**config.mk**
```make
export PLATFORM = sky130hd
export DESIGN_NAME = carr_ctrl
export DESIGN_NICKNAME = d
export VERILOG_FILES = /design/src/hdl/causal_attention_rope_row_defines.svh /design/src/hdl/carr_pkg.sv /design/src/hdl/carr_ctrl.sv
export SDC_FILE = /design/constraint.sdc
export NUM_CORES = 1
export LEC_CHECK = 0
export BUFFER_PORTS_ARGS = -buffer_cell sky130_fd_sc_hd__buf_4
export CAP_MARGIN = 20
export CORE_ASPECT_RATIO = 0.7
export CORE_UTILIZATION = 25
export CTS_CLUSTER_SIZE = 20
export DETAILED_ROUTE_END_ITERATION = 16
export PLACE_DENSITY_LB_ADDON = 0.25
export RECOVER_POWER = 50
export SETUP_SLACK_MARGIN = 0.15
export SLEW_MARGIN = 20
export SYNTH_ARGS = -nofsm -noshare
export SYNTH_HDL_FRONTEND = slang
export SYNTH_SLANG_ARGS = --single-unit
```
**constraint.sdc**
```tcl
create_clock -name clk -period 2.5 [get_ports clk]
set_input_delay 0.25 -clock clk [delete_from_list [all_inputs] [get_ports clk]]
set_output_delay 0.25 -clock clk [all_outputs]
set_load 0.01 [all_outputs]
```
**src/hdl/causal_attention_rope_row_defines.svh**
```systemverilog
// assertion macros for the causal attention row engine
// used by the top level; expects clk and arst_n in scope
`ifndef CAUSAL_ATTENTION_ROPE_ROW_DEFINES_SVH
`define CAUSAL_ATTENTION_ROPE_ROW_DEFINES_SVH

// consequent must hold in the same cycle as the antecedent
`define CARR_AST_SAME(lbl, ante, cons, msg) \
	lbl: assert property (@(posedge clk) disable iff (!arst_n) (ante) |-> (cons)) \
		else $error(msg);

// consequent must hold in the cycle after the antecedent
`define CARR_AST_NEXT(lbl, ante, cons, msg) \
	lbl: assert property (@(posedge clk) disable iff (!arst_n) (ante) |=> (cons)) \
		else $error(msg);

`endif

```
**src/hdl/carr_pkg.sv**
```systemverilog
// shared constants, tables, command types and helper functions
// for the causal attention row engine; no dependencies
package carr_pkg;

	localparam int SEQ_LEN    = 32;
	localparam int HEAD_DIM   = 32;
	localparam int DATA_WIDTH = 16;

	localparam int IDX_W      = $clog2(SEQ_LEN);
	localparam int COL_W      = $clog2(HEAD_DIM);
	localparam int STORE_SIZE = SEQ_LEN * HEAD_DIM;
	localparam int ADDR_W     = $clog2(STORE_SIZE);
	localparam int PAIRS      = HEAD_DIM / 2;
	localparam int PAIR_W     = $clog2(PAIRS);

	localparam logic [31:0] FRAC_TURN_Q32 = 32'd683565276;
	localparam logic [31:0] LOG2_BASE_Q16 = 32'd870824;

	// datapath widths
	localparam int PROD_W  = 2 * DATA_WIDTH;
	localparam int ACC_W   = 2 * DATA_WIDTH + COL_W;
	localparam int INV_W   = 17;
	localparam int SPROD_W = ACC_W + INV_W;
	localparam int SCORE_W = SPROD_W - 28;
	localparam int W_W     = 17;
	localparam int TOT_W   = W_W + IDX_W;
	localparam int NUM_W   = W_W + 1 + DATA_WIDTH + IDX_W;
	localparam int DIV_W   = NUM_W + 1;
	localparam int CNT_W   = $clog2(DIV_W);

	typedef logic signed [DATA_WIDTH-1:0] data_t;

	// input function codes
	localparam logic [1:0] FUNC_LOAD_Q  = 2'd0;
	localparam logic [1:0] FUNC_LOAD_K  = 2'd1;
	localparam logic [1:0] FUNC_LOAD_V  = 2'd2;
	localparam logic [1:0] FUNC_COMPUTE = 2'd3;

	// datapath step commands
	typedef enum logic [4:0] {
		OP_NONE, OP_LOAD, OP_RD0, OP_RD1, OP_RMUL, OP_RY, OP_DMUL, OP_DACC,
		OP_SMUL, OP_SRND, OP_WFRAC, OP_WINT, OP_ORD, OP_OMUL, OP_OACC,
		OP_DINIT, OP_DSTEP, OP_OUTLD
	} dp_op_t;

	typedef struct packed {
		dp_op_t            op;
		logic              is_key;
		logic [IDX_W-1:0]  pos;
		logic [PAIR_W-1:0] pair;
		logic [IDX_W-1:0]  j;
		logic [COL_W-1:0]  a;
		logic              first;
	} dp_cmd_t;

	typedef struct packed {
		logic out_free;
	} dp_status_t;

	// 2^(-i/16) in Q16
	function automatic logic [16:0] pow2_neg(input logic [3:0] i);
		logic [16:0] r;
		case (i)
			4'd0: r = 17'd65536;   4'd1: r = 17'd62757;
			4'd2: r = 17'd60097;   4'd3: r = 17'd57549;
			4'd4: r = 17'd55109;   4'd5: r = 17'd52773;
			4'd6: r = 17'd50535;   4'd7: r = 17'd48393;
			4'd8: r = 17'd46341;   4'd9: r = 17'd44376;
			4'd10: r = 17'd42495;  4'd11: r = 17'd40693;
			4'd12: r = 17'd38968;  4'd13: r = 17'd37316;
			4'd14: r = 17'd35734;  4'd15: r = 17'd34219;
			default: r = 17'd65536;
		endcase
		return r;
	endfunction

	// quarter-wave sine in Q14, 17 points
	function automatic logic [14:0] sin_q14(input logic [4:0] i);
		logic [14:0] r;
		case (i)
			5'd0: r = 15'd0;       5'd1: r = 15'd1606;
			5'd2: r = 15'd3196;    5'd3: r = 15'd4756;
			5'd4: r = 15'd6270;    5'd5: r = 15'd7723;
			5'd6: r = 15'd9102;    5'd7: r = 15'd10394;
			5'd8: r = 15'd11585;   5'd9: r = 15'd12665;
			5'd10: r = 15'd13623;  5'd11: r = 15'd14449;
			5'd12: r = 15'd15137;  5'd13: r = 15'd15679;
			5'd14: r = 15'd16069;  5'd15: r = 15'd16305;
			default: r = 15'd16384;
		endcase
		return r;
	endfunction

	// exp(-n) for integer n in Q16
	function automatic logic [16:0] exp_int(input logic [3:0] i);
		logic [16:0] r;
		case (i)
			4'd0: r = 17'd65536;  4'd1: r = 17'd24109;
			4'd2: r = 17'd8869;   4'd3: r = 17'd3263;
			4'd4: r = 17'd1200;   4'd5: r = 17'd442;
			4'd6: r = 17'd162;    4'd7: r = 17'd60;
			4'd8: r = 17'd22;     4'd9: r = 17'd8;
			4'd10: r = 17'd3;     4'd11: r = 17'd1;
			default: r = 17'd0;
		endcase
		return r;
	endfunction

	// exp(-f) for f in sixteenths in Q16
	function automatic logic [16:0] exp_frac(input logic [4:0] i);
		logic [16:0] r;
		case (i)
			5'd0: r = 17'd65536;   5'd1: r = 17'd61565;
			5'd2: r = 17'd57835;   5'd3: r = 17'd54331;
			5'd4: r = 17'd51039;   5'd5: r = 17'd47947;
			5'd6: r = 17'd45042;   5'd7: r = 17'd42313;
			5'd8: r = 17'd39750;   5'd9: r = 17'd37341;
			5'd10: r = 17'd35079;  5'd11: r = 17'd32954;
			5'd12: r = 17'd30957;  5'd13: r = 17'd29081;
			5'd14: r = 17'd27319;  5'd15: r = 17'd25664;
			default: r = 17'd24109;
		endcase
		return r;
	endfunction

	// per-pair rotation step in turns per position, Q0.32
	typedef logic [31:0] step_tab_t [PAIRS];

	function automatic step_tab_t gen_step_tab();
		step_tab_t   t;
		logic [63:0] e;
		logic [63:0] st;
		for (int k = 0; k < PAIRS; k++) begin
			e = (64'(2 * k) * 64'(LOG2_BASE_Q16)) / 64'(HEAD_DIM);
			st = (64'(FRAC_TURN_Q32) * 64'(pow2_neg(e[15:12]))) >> (16 + e[31:16]);
			t[k] = st[31:0];
		end
		return t;
	endfunction

	localparam step_tab_t STEP_TAB = gen_step_tab();

	// integer square root, bit by bit
	function automatic logic [63:0] isqrt64(input logic [63:0] n0);
		logic [63:0] n;
		logic [63:0] r;
		logic [63:0] b;
		n = n0;
		r = '0;
		b = 64'd1 << 62;
		for (int i = 0; i < 32; i++) begin
			if (n >= r + b) begin
				n = n - (r + b);
				r = (r >> 1) + b;
			end else begin
				r = r >> 1;
			end
			b = b >> 2;
		end
		return r;
	endfunction

	localparam logic signed [INV_W-1:0] INV_SCALE =
		INV_W'(isqrt64((64'd1 << 32) / 64'(HEAD_DIM)));

	// sine of a phase in turns (Q0.32), Q14 result
	function automatic data_t sin_turn(input logic [31:0] ph);
		logic [16:0] p;
		logic [4:0]  idx;
		logic [11:0] fr;
		logic [14:0] s0;
		logic [14:0] s1;
		logic [14:0] mag;
		logic [26:0] d;
		p = {1'b0, ph[29:14]};
		if (ph[30]) begin
			p = 17'h10000 - p;
		end
		idx = p[16:12];
		fr = p[11:0];
		s0 = '0;
		s1 = '0;
		if (idx[4]) begin
			mag = 15'd16384;
		end else begin
			s0 = sin_q14(idx);
			s1 = sin_q14(idx + 5'd1);
			d = 27'(s1 - s0) * 27'(fr);
			mag = s0 + 15'(d >> 12);
		end
		return ph[31] ? -$signed({1'b0, mag}) : $signed({1'b0, mag});
	endfunction

	// saturate to the data width
	function automatic data_t sat_dw(input logic signed [47:0] v);
		logic signed [47:0] hi;
		logic signed [47:0] lo;
		hi = (48'sd1 <<< (DATA_WIDTH - 1)) - 48'sd1;
		lo = -hi - 48'sd1;
		if (v > hi) return data_t'(hi[DATA_WIDTH-1:0]);
		if (v < lo) return data_t'(lo[DATA_WIDTH-1:0]);
		return data_t'(v[DATA_WIDTH-1:0]);
	endfunction

endpackage

```
**src/hdl/carr_ctrl.sv**
```systemverilog
// controller state machine of the attention row engine
// depends on carr_pkg
module carr_ctrl (
	input  logic                clk,
	input  logic                arst_n,
	input  logic                in_valid,
	input  logic [1:0]          func,
	input  logic [4:0]          row,
	output logic                in_stall,
	input  carr_pkg::dp_status_t status,
	output carr_pkg::dp_cmd_t   cmd
);
	import carr_pkg::*;

	typedef enum logic [4:0] {
		ST_IDLE, ST_RD0, ST_RD1, ST_RMUL, ST_RY, ST_DMUL, ST_DACC, ST_SMUL,
		ST_SRND, ST_WFRAC, ST_WINT, ST_ORD, ST_OMUL, ST_OACC, ST_DINIT,
		ST_DIV, ST_OUT
	} state_t;

	localparam logic [PAIR_W-1:0] PAIR_LAST = PAIR_W'(PAIRS - 1);
	localparam logic [COL_W-1:0]  COL_LAST  = COL_W'(HEAD_DIM - 1);
	localparam logic [CNT_W-1:0]  CNT_LAST  = CNT_W'(DIV_W - 1);

	state_t            state_q;
	logic [IDX_W-1:0]  row_q;
	logic              is_key_q;
	logic [PAIR_W-1:0] k_q;
	logic [IDX_W-1:0]  j_q;
	logic [COL_W-1:0]  a_q;
	logic [CNT_W-1:0]  cnt_q;

	assign in_stall = (state_q != ST_IDLE);

	// sequencer
	always_ff @(posedge clk or negedge arst_n) begin
		if (!arst_n) begin
			state_q  <= ST_IDLE;
			row_q    <= '0;
			is_key_q <= 1'b0;
			k_q      <= '0;
			j_q      <= '0;
			a_q      <= '0;
			cnt_q    <= '0;
		end else begin
			case (state_q)
				ST_IDLE: begin
					if (in_valid && func == FUNC_COMPUTE && int'(row) < SEQ_LEN) begin
						row_q    <= IDX_W'(row);
						is_key_q <= 1'b0;
						k_q      <= '0;
						j_q      <= '0;
						state_q  <= ST_RD0;
					end
				end
				ST_RD0:  state_q <= ST_RD1;
				ST_RD1:  state_q <= ST_RMUL;
				ST_RMUL: state_q <= ST_RY;
				ST_RY: begin
					if (is_key_q) begin
						state_q <= ST_DMUL;
					end else if (k_q == PAIR_LAST) begin
						is_key_q <= 1'b1;
						k_q      <= '0;
						j_q      <= '0;
						state_q  <= ST_RD0;
					end else begin
						k_q     <= k_q + 1'b1;
						state_q <= ST_RD0;
					end
				end
				ST_DMUL: state_q <= ST_DACC;
				ST_DACC: begin
					if (k_q == PAIR_LAST) begin
						state_q <= ST_SMUL;
					end else begin
						k_q     <= k_q + 1'b1;
						state_q <= ST_RD0;
					end
				end
				ST_SMUL: state_q <= ST_SRND;
				ST_SRND: begin
					k_q <= '0;
					if (j_q == row_q) begin
						j_q     <= '0;
						state_q <= ST_WFRAC;
					end else begin
						j_q     <= j_q + 1'b1;
						state_q <= ST_RD0;
					end
				end
				ST_WFRAC: state_q <= ST_WINT;
				ST_WINT: begin
					if (j_q == row_q) begin
						j_q     <= '0;
						a_q     <= '0;
						state_q <= ST_ORD;
					end else begin
						j_q     <= j_q + 1'b1;
						state_q <= ST_WFRAC;
					end
				end
				ST_ORD:  state_q <= ST_OMUL;
				ST_OMUL: state_q <= ST_OACC;
				ST_OACC: begin
					if (j_q == row_q) begin
						state_q <= ST_DINIT;
					end else begin
						j_q     <= j_q + 1'b1;
						state_q <= ST_ORD;
					end
				end
				ST_DINIT: begin
					cnt_q   <= '0;
					state_q <= ST_DIV;
				end
				ST_DIV: begin
					cnt_q <= cnt_q + 1'b1;
					if (cnt_q == CNT_LAST) begin
						state_q <= ST_OUT;
					end
				end
				ST_OUT: begin
					if (status.out_free) begin
						j_q <= '0;
						if (a_q == COL_LAST) begin
							state_q <= ST_IDLE;
						end else begin
							a_q     <= a_q + 1'b1;
							state_q <= ST_ORD;
						end
					end
				end
				default: state_q <= ST_IDLE;
			endcase
		end
	end

	// command decode
	always_comb begin
		cmd.op     = OP_NONE;
		cmd.is_key = is_key_q;
		cmd.pos    = is_key_q ? j_q : row_q;
		cmd.pair   = k_q;
		cmd.j      = j_q;
		cmd.a      = a_q;
		cmd.first  = 1'b0;
		case (state_q)
			ST_IDLE: begin
				if (in_valid && func != FUNC_COMPUTE) begin
					cmd.op = OP_LOAD;
				end
			end
			ST_RD0:  cmd.op = OP_RD0;
			ST_RD1:  cmd.op = OP_RD1;
			ST_RMUL: cmd.op = OP_RMUL;
			ST_RY:   cmd.op = OP_RY;
			ST_DMUL: cmd.op = OP_DMUL;
			ST_DACC: begin
				cmd.op    = OP_DACC;
				cmd.first = (k_q == '0);
			end
			ST_SMUL: cmd.op = OP_SMUL;
			ST_SRND: begin
				cmd.op    = OP_SRND;
				cmd.first = (j_q == '0);
			end
			ST_WFRAC: cmd.op = OP_WFRAC;
			ST_WINT: begin
				cmd.op    = OP_WINT;
				cmd.first = (j_q == '0);
			end
			ST_ORD:  cmd.op = OP_ORD;
			ST_OMUL: cmd.op = OP_OMUL;
			ST_OACC: begin
				cmd.op    = OP_OACC;
				cmd.first = (j_q == '0);
			end
			ST_DINIT: cmd.op = OP_DINIT;
			ST_DIV:   cmd.op = OP_DSTEP;
			ST_OUT: begin
				if (status.out_free) begin
					cmd.op = OP_OUTLD;
				end
			end
			default: cmd.op = OP_NONE;
		endcase
	end

endmodule

```
== Word level (Yosys, flattened, before mapping) ==
Cells that the tools add are included.

* Add/sub/neg operators: 4
* Equality and inequality tests: 31
* Mux-type cells: 36
* Reductions and logical operators: 19

{| class="wikitable"
|+ Operators by type and width
! operator !! number
|-
| case mux 5 bit (17 select lines) || 2
|-
| two-way mux 5 bit || 14
|-
| equality test 5 x 4 -> 1 bit (second input constant) || 8
|-
| case mux 5 bit (5 select lines) || 1
|-
| two-way mux 4 bit || 6
|-
| equality test 5 x 3 -> 1 bit (second input constant) || 4
|-
| inequality test 2 bit (second input constant) || 10
|-
| case mux 4 bit (4 select lines) || 1
|-
| case mux 6 bit (2 select lines) || 1
|-
| adder 5 x 1 -> 5 bit (second input constant) || 2
|-
| equality test 5 x 2 -> 1 bit (second input constant) || 2
|-
| equality test 5 bit (second input constant) || 2
|-
| logical NOT 5 bit || 2
|-
| case mux 5 bit (2 select lines) || 1
|-
| nonzero test 5 bit || 2
|-
| two-way mux 3 bit || 3
|-
| AND reduction 4 bit || 2
|-
| adder 6 x 1 -> 6 bit (second input constant) || 1
|-
| equality test 6 bit (second input constant) || 1
|-
| AND reduction 6 bit || 1
|-
| nonzero test 2 bit || 3
|-
| equality test 5 x 1 -> 1 bit (second input constant) || 1
|-
| equality test 5 bit || 1
|-
| adder 4 x 1 -> 4 bit (second input constant) || 1
|-
| other kinds (12) || 18
|}

* Register bits: 31
* Output and inout bits: 27
* Logic and storage cells: 97

== Longest topological paths before layout ==
Gate-level depths: netlist of the first run.

* Depth after elaboration: 4
* Mapped depth: 7
* Mapped depth without buffers: 7

== Least setup slack after synthesis of the first run ==
OpenSTA, ideal clock, no wires.

* Path type: register to register
* Start point: reg a_q[0]
* End point: reg a_q[3]
* Library setup time: 0.077 ns
* Arrival time: 2.020 ns
* Data required time: 2.423 ns
* Slack: 0.403 ns
* Cell stages (with the launch flop): 8
* Buffers on the path: 0
* Clock period less this slack: 2.097 ns
* Cells stage by stage: dfrtp_1 -> ha_1 -> and3_1 -> ha_1 -> nor3b_4 -> a31oi_4 -> or4_1 -> a21oi_1

* Longest elaborated chain between the ends: 4
* Elaborated cells on any way between the ends: 7
* Those cells by class: add/sub (1); eq/ne (2); mux (3); reduce/logical (1)

{| class="wikitable"
|+ RTL lines
! element !! line !! source
|-
| start: declaration || carr_ctrl.sv:30 || <nowiki>logic [COL_W-1:0] a_q;</nowiki>
|-
| start signal: assignment || carr_ctrl.sv:129 || <nowiki>a_q <= a_q + 1'b1;</nowiki>
|-
| adder 5 x 1 -> 5 bit || carr_ctrl.sv:129 ||
|-
| two-way mux 5 bit || carr_ctrl.sv:126 || <nowiki>if (a_q == COL_LAST) begin</nowiki>
|-
| two-way mux 5 bit || carr_ctrl.sv:124 || <nowiki>if (status.out_free) begin</nowiki>
|-
| case mux 5 bit (2 select lines) || carr_ctrl.sv:46 || <nowiki>case (state_q)</nowiki>
|}

Several ways; a longest one is shown, not always the timed one. The select of a mux whose other input is x is not followed.
A chain may end at the register's enable or synchronous reset.

==> results.sh, run 1 <==
export IMPL_yosysWarnings=0
export IMPL_routed_wl_mm=5.74
export IMPL_post_layout_nonfiller_instances=382
export IMPL_detail_route_vias_per_cell=5.20
export IMPL_detail_route_wl_per_cell_um=15.0
export IMPL_drc_errors=0
export IMPL_initial_core_util_pct=26.5
export IMPL_via_count=1985
export IMPL_fillers=861
export IMPL_yosysSeqAreaShare_pct=36.2
export IMPL_reg2reg_slack_ps=350
export IMPL_static_leak_nw=1.20
export IMPL_worst_endpoint_arrival_ps=1940
export IMPL_grt_overflow_total=0
export IMPL_finalSetupViolCount=0
export IMPL_core_rowCount=27
export IMPL_total_cts_buffers=5
export IMPL_power_density_cell_area_nw_per_um2=1050
export IMPL_global_route_usage_met2_pct=19.0
export IMPL_slew_violations=0
export IMPL_async_reset_ff_share_pct=100
export IMPL_run_status="finished clean"
export IMPL_maxCapViolations=0
export IMPL_ctsLongestPathBuffers=2
export IMPL_global_route_wire_length_before_repair_mm=9.59
export IMPL_layout_nets=298
export IMPL_use_met3_pct=3.42
export IMPL_final_layout_size_suffix_gt1_share_pct=21.4
export IMPL_max_freq_ghz=0.457
export IMPL_htree_levels=2
export IMPL_clkSinkCount=31
export IMPL_timing_final_crit_period_ps=2190
export IMPL_clock_tree_from_tritoncts="done"
export IMPL_drt_first_iter_violations=87
export IMPL_layout_skew_ps=5.24
export IMPL_design_portCount=38
export IMPL_worst_slew_slack_as_a_fraction_of_its_limit_pct=43.2
export IMPL_post_synth_num_cell_types=56
export IMPL_grt_use_met1_pct=20.6
export IMPL_netlist_instances=240
export IMPL_peakVddDrop_uv=418
export IMPL_min_period_over_period_pct=87.6
export IMPL_tightestPinTransition_ps=851
export IMPL_setup_tns_ps=0
export IMPL_synth_enable_flop_cells=0
export IMPL_numPortBuffers=37
export IMPL_maximum_number_of_pins_on_one_net_before_global_route_repair=32
export IMPL_grt_use_total_pct=13.8
export IMPL_die_w_um=113
export IMPL_timing_critical_path_from_type="register"
export IMPL_finalHoldViolCount=0
export IMPL_synth_ff_type="sky130_fd_sc_hd__dfrtp_1"
export IMPL_clk_transition_reported_paths_ps=50
export IMPL_crit_fanout=10
export IMPL_required_ps=2250
export IMPL_die_area_um2=8950
export IMPL_grt_antenna_before_repair=0
export IMPL_clkLatencyLatePin_ps=280
export IMPL_core_um2=8070
export IMPL_ys_ff_latch=31
export IMPL_grt_setup_unrepaired="no"
export IMPL_drt_pre_antenna_iters=4
export IMPL_place_detailed_instances=373
export IMPL_die_h_um=79.4
export IMPL_clock_tree_root_cell="sky130_fd_sc_hd__clkbuf_16"
export IMPL_classification_of_the_worst_slack_hold_path="in2reg"
export IMPL_mappedNetlistArea_um2=2140
export IMPL_detailed_place_hpwl_mm=4.23
export IMPL_gp_routability_congestion=0.793
export IMPL_synthesis_area_per_instance_um2=8.93
export IMPL_total_power_mw=2.80
export IMPL_worst_hold_slack_ps=205
export IMPL_synthesis_nets=258
export IMPL_grt_pass1_vias=1888
export IMPL_final_util_pct=33.0
export IMPL_ant_nets=0
export IMPL_worst_setup_path_type="reg2out"
export IMPL_n_antenna_cell=0
export IMPL_globalRoute_busiestLayer="met1"
export IMPL_endpoint_kind="output pin"
export IMPL_syn_to_final_growth_pct=24.5
==> critical path: stages, from the launching register on <==
cell	delay, ps
sky130_fd_sc_hd__dfrtp_1	470
sky130_fd_sc_hd__buf_4	210
sky130_fd_sc_hd__or2_2	280
sky130_fd_sc_hd__a211o_1	330
sky130_fd_sc_hd__o21ai_0	210
sky130_fd_sc_hd__buf_4	150
==> cells by family after synthesis <==
group | after synthesis | share of synthesized area, %
AOI/OAI and AO/OA | 63 | 20.9
xor gates and xnor gates | 7 | 2.86
adders and majority gates | 7 | 4.09
buffers and inverters | 23 | 4.56
DFF | 31 | 36.2
muxes | 12 | 6.19
and+or+nand+nor | 97 | 25.2
==> worst paths after layout <==
path                             to  depth (start not counted)        from
max                          cmd[0]                          5  state_q[2]
min                        row_q[4]                          2      row[4]
max reg2reg                  a_q[3]                          4  state_q[2]
min reg2reg                cnt_q[1]                          2    cnt_q[1]
max in group asynchronous    k_q[3]                          2      arst_n
min in group asynchronous  row_q[1]                          2      arst_n
==> through the flow <==
step / setup slack [ps] / instance area (µm²)
3_5_place_dp: 370 / 2550
4_1_cts: 272 / 2710
2_1_floorplan: 403 / 2140
5_1_grt: 184 / 2670
6_report: 310 / 2670
3_3_place_gp: 405 / 2550
==> report_power, final <==
part	internal (mW)	switching [mW]	total, mW
logic	0.634	0.773	1.41
clock network	0.423	0.214	0.637
registers	0.612	0.145	0.758
total	1.67	1.13	2.80
==> cells in the final DEF, fill, tap and decap left out, drive strengths merged, types with 4 or more instances in the layout <==
master	count
mux2	10
dfrtp	31
ha	7
or4	4
nand4	7
nand2b	6
nor2	14
inv	10
and3	6
nand3	15
nand2	20
o21ai	19
buf	31
a21oi	12
clkbuf	22
nor2b	4
nor3	8
xor2	6
==> layer usage <==
metal	vias up	share of wire (%)	wire, µm
li1	977	-	-
met1	956	52	3000
met2	48	42	2400
met3	4	5.0	289
met4	0	0.85	49
met5	-	0	0
==> area by class of cell <==
type	count	area [µm²]	area share, %
Multi-Input combinational cell	186	1270	47.8
Inverter	10	37.5	1.41
Tap cell	101	126	4.74
Timing Repair Buffer	46	297	11.1
Sequential cell	31	776	29.1
Clock buffer	8	156	5.86
==> synthesized netlist by cell type (2+ instances only) <==
master	number	share of area [%]
sky130_fd_sc_hd__ha_1	7	4.1
sky130_fd_sc_hd__o211ai_1	3	1.1
sky130_fd_sc_hd__o2bb2ai_1	2	0.82
sky130_fd_sc_hd__o2111ai_1	2	0.82
sky130_fd_sc_hd__nand2b_1	6	1.8
sky130_fd_sc_hd__nor2b_1	4	1.2
sky130_fd_sc_hd__nor2_1	14	2.5
sky130_fd_sc_hd__o31ai_1	3	1.1
sky130_fd_sc_hd__mux2_2	10	5.3
sky130_fd_sc_hd__a41o_1	3	1.4
sky130_fd_sc_hd__xor2_1	6	2.5
sky130_fd_sc_hd__mux2i_1	2	0.93
sky130_fd_sc_hd__or4_1	3	1.1
sky130_fd_sc_hd__nand2_1	20	3.5
sky130_fd_sc_hd__o2111a_1	2	1.1
sky130_fd_sc_hd__o31a_1	2	0.82
sky130_fd_sc_hd__nand4_1	7	2.0
sky130_fd_sc_hd__clkbuf_1	10	1.8
sky130_fd_sc_hd__or2_2	2	0.58
sky130_fd_sc_hd__a21oi_1	12	2.8
sky130_fd_sc_hd__dfrtp_1	31	36
sky130_fd_sc_hd__and3_1	6	1.8
sky130_fd_sc_hd__or3b_2	2	0.82
sky130_fd_sc_hd__nor3_1	7	1.6
sky130_fd_sc_hd__inv_1	10	1.8
sky130_fd_sc_hd__nand3_1	15	3.5
sky130_fd_sc_hd__o21ai_0	19	4.4
sky130_fd_sc_hd__a32o_1	2	0.93
==> state kept, by name, summed over array words and instances, names as in the netlist <==
name / count
is_key_q: 1
state_q: 5
k_q: 4
row_q: 5
cnt_q: 6
j_q: 5
a_q: 5
==> what timing repair did <==
item | in CTS | in global routing
endpoints found under the setup margin | 0 | 2
buffers inserted | 0 | 0
gates resized for setup | 0 | 1
hold endpoints to repair | 31 | 0
hold buffers | 1 | 0
Note: power is estimated with default switching activity, not from simulation.
==> run 2: changes to the inputs <==
==> constraint.sdc (replaced) <==
create_clock -name clk -period 2.5 [get_ports clk]
set_input_delay 0.25 -clock clk [delete_from_list [all_inputs] [get_ports clk]]
set_output_delay 0.25 -clock clk [all_outputs]
set_load 0.05 [all_outputs]
==> results.sh, run 2 (synthesis results as in run 1) <==
export IMPL_run_status="finished clean"
export IMPL_endpoint_kind="output pin"
export IMPL_detailed_place_hpwl_mm=4.27
export IMPL_total_cts_buffers=5
export IMPL_htree_levels=2
export IMPL_total_power_mw=3.24
export IMPL_layout_skew_ps=5.18
export IMPL_crit_fanout=6
export IMPL_slew_violations=0
export IMPL_clock_tree_from_tritoncts="done"
export IMPL_maximum_number_of_pins_on_one_net_before_global_route_repair=32
export IMPL_tightestPinTransition_ps=810
export IMPL_core_um2=8070
export IMPL_grt_use_total_pct=13.6
export IMPL_finalHoldViolCount=0
export IMPL_timing_critical_path_max_delay_family="simple AND/OR/NAND/NOR gates"
export IMPL_ant_nets=0
export IMPL_clkLatencyLatePin_ps=280
export IMPL_worst_path_max_delay_cell="sky130_fd_sc_hd__or4b_2"
export IMPL_worst_endpoint_arrival_ps=1970
export IMPL_worst_slew_slack_as_a_fraction_of_its_limit_pct=45.5
export IMPL_cts_repair_timing_setup_buffer_count=0
export IMPL_numPortBuffers=37
export IMPL_setup_tns_ps=0
export IMPL_grt_pass1_vias=1781
export IMPL_drt_first_iter_violations=111
export IMPL_final_layout_size_suffix_gt1_share_pct=21.6
export IMPL_final_util_pct=33.1
export IMPL_gp_routability_congestion=0.826
export IMPL_static_leak_nw=1.20
export IMPL_n_antenna_cell=0
export IMPL_peakVddDrop_uv=775
export IMPL_min_period_over_period_pct=89.0
export IMPL_design_portCount=38
export IMPL_initial_core_util_pct=26.5
export IMPL_grt_antenna_before_repair=0
export IMPL_routed_wl_mm=5.67
export IMPL_die_w_um=113
export IMPL_clk_transition_reported_paths_ps=50
export IMPL_classification_of_the_worst_slack_hold_path="in2reg"
export IMPL_syn_to_final_growth_pct=24.8
export IMPL_required_ps=2250
export IMPL_final_design_area_no_fill_um2=2670
export IMPL_clkSinkCount=31
export IMPL_timing_critical_path_from_type="register"
export IMPL_pre_cts_ws_ps=394
export IMPL_largest_reg_flops=6
export IMPL_drt_pre_antenna_iters=4
export IMPL_core_rowCount=27
export IMPL_layout_nets=299
export IMPL_die_h_um=79.4
export IMPL_drc_errors=0
export IMPL_grt_setup_unrepaired="no"
export IMPL_die_area_um2=8950
export IMPL_timing_final_crit_period_ps=2220
export IMPL_largest_register_by_flop_count="cnt_q"
export IMPL_placement_cell_area_um2=2550
export IMPL_ctsLongestPathBuffers=2
export IMPL_final_critical_path_setup_slack_ps=276
export IMPL_worst_setup_path_type="reg2out"
export IMPL_grt_overflow_total=0
export IMPL_detail_route_wl_per_cell_um=14.8
export IMPL_power_density_cell_area_nw_per_um2=1210
export IMPL_finalSetupViolCount=0
export IMPL_global_route_wire_length_before_repair_mm=9.45
export IMPL_max_freq_ghz=0.450
export IMPL_layout_common_cells="32 x sky130_fd_sc_hd__buf_4, 31 x sky130_fd_sc_hd__dfrtp_1, 20 x sky130_fd_sc_hd__nand2_1"
export IMPL_clock_tree_root_cell="sky130_fd_sc_hd__clkbuf_16"
export IMPL_via_count=1987
export IMPL_post_cts_resize_count=0
export IMPL_critical_path_cell_chain="inv_1 -> ha_1 -> or4b_2 -> o21ai_1 -> buf_4"
export IMPL_maxCapViolations=0
export IMPL_cpPeakStageDelay_ps=600
export IMPL_commonest_non_fill_non_tap_cell_in_the_layout="sky130_fd_sc_hd__buf_4"
export IMPL_detail_route_vias_per_cell=5.19
export IMPL_timing_critical_path_buf_inv=2
run 2: cell count changes in the layout (fill, tap and decap cells not counted), sizes merged:
cell,delta
clkbuf,-1
clkinvlp,+1
buf,+1
run 2: final cells by class:
| class | count | area [µm²] |
|---|---|---|
| Clock buffer | 7 | 153 |
| Clock inverter | 1 | 7.51 |
| Fill cell | 831 | 5400 |
| Inverter | 10 | 37.5 |
| Multi-Input combinational cell | 186 | 1270 |
| Sequential cell | 31 | 776 |
| Tap cell | 101 | 126 |
| Timing Repair Buffer | 47 | 304 |
run 2: worst register-to-register path: stages (launching register included):
cell and delay (ps):
sky130_fd_sc_hd__dfrtp_1 470, sky130_fd_sc_hd__nor2_1 500, sky130_fd_sc_hd__nand2_1 210, sky130_fd_sc_hd__or3_1 500, sky130_fd_sc_hd__mux2_2 320
run 2: where the power goes:
part           switching, mW  leakage [nW]  internal [mW]
Sequential             0.152         0.417          0.612
Combinational           1.18         0.706          0.651
Clock                  0.225        0.0761          0.423
run 2: timing repair:
| action | 4_1_cts | 5_1_grt |
|---|---|---|
| endpoints found under the hold margin | 31 | 0 |
| hold buffers | 1 | 0 |
| setup endpoints to repair | 0 | 0 |
run 2: final timing paths:
check	endpoint	cells past startpoint	start	slack, ps
worst min-delay path	row_q[0]	2	row[0]	200
worst min register to register	cnt_q[1]	2	cnt_q[1]	520
max in group asynchronous	cnt_q[4]	2	arst_n	1390
min in group asynchronous	row_q[0]	2	arst_n	590
worst max register to register	row_q[2]	4	state_q[4]	380
worst max-delay path	cmd[0]	5	j_q[0]	280
run 2: stage by stage:
step / hold slack [ps] / instances
final: 202 / 383
after floorplan: -45.6 / 240
after detailed placement: 230 / 374
after global routing: 202 / 383
after global placement: 221 / 374
after CTS: 198 / 383
run 2: routing by layer:
layer / routed length (µm) / track usage, % / up-vias / part of all wire, %
li1: - / - / 984 / -
met4: 51 / 3.60 / 0 / 0.90
met3: 408 / 3.11 / 8 / 7.2
met1: 3030 / 21.9 / 925 / 53
met5: 0 / 0 / - / 0
met2: 2180 / 17.2 / 70 / 38
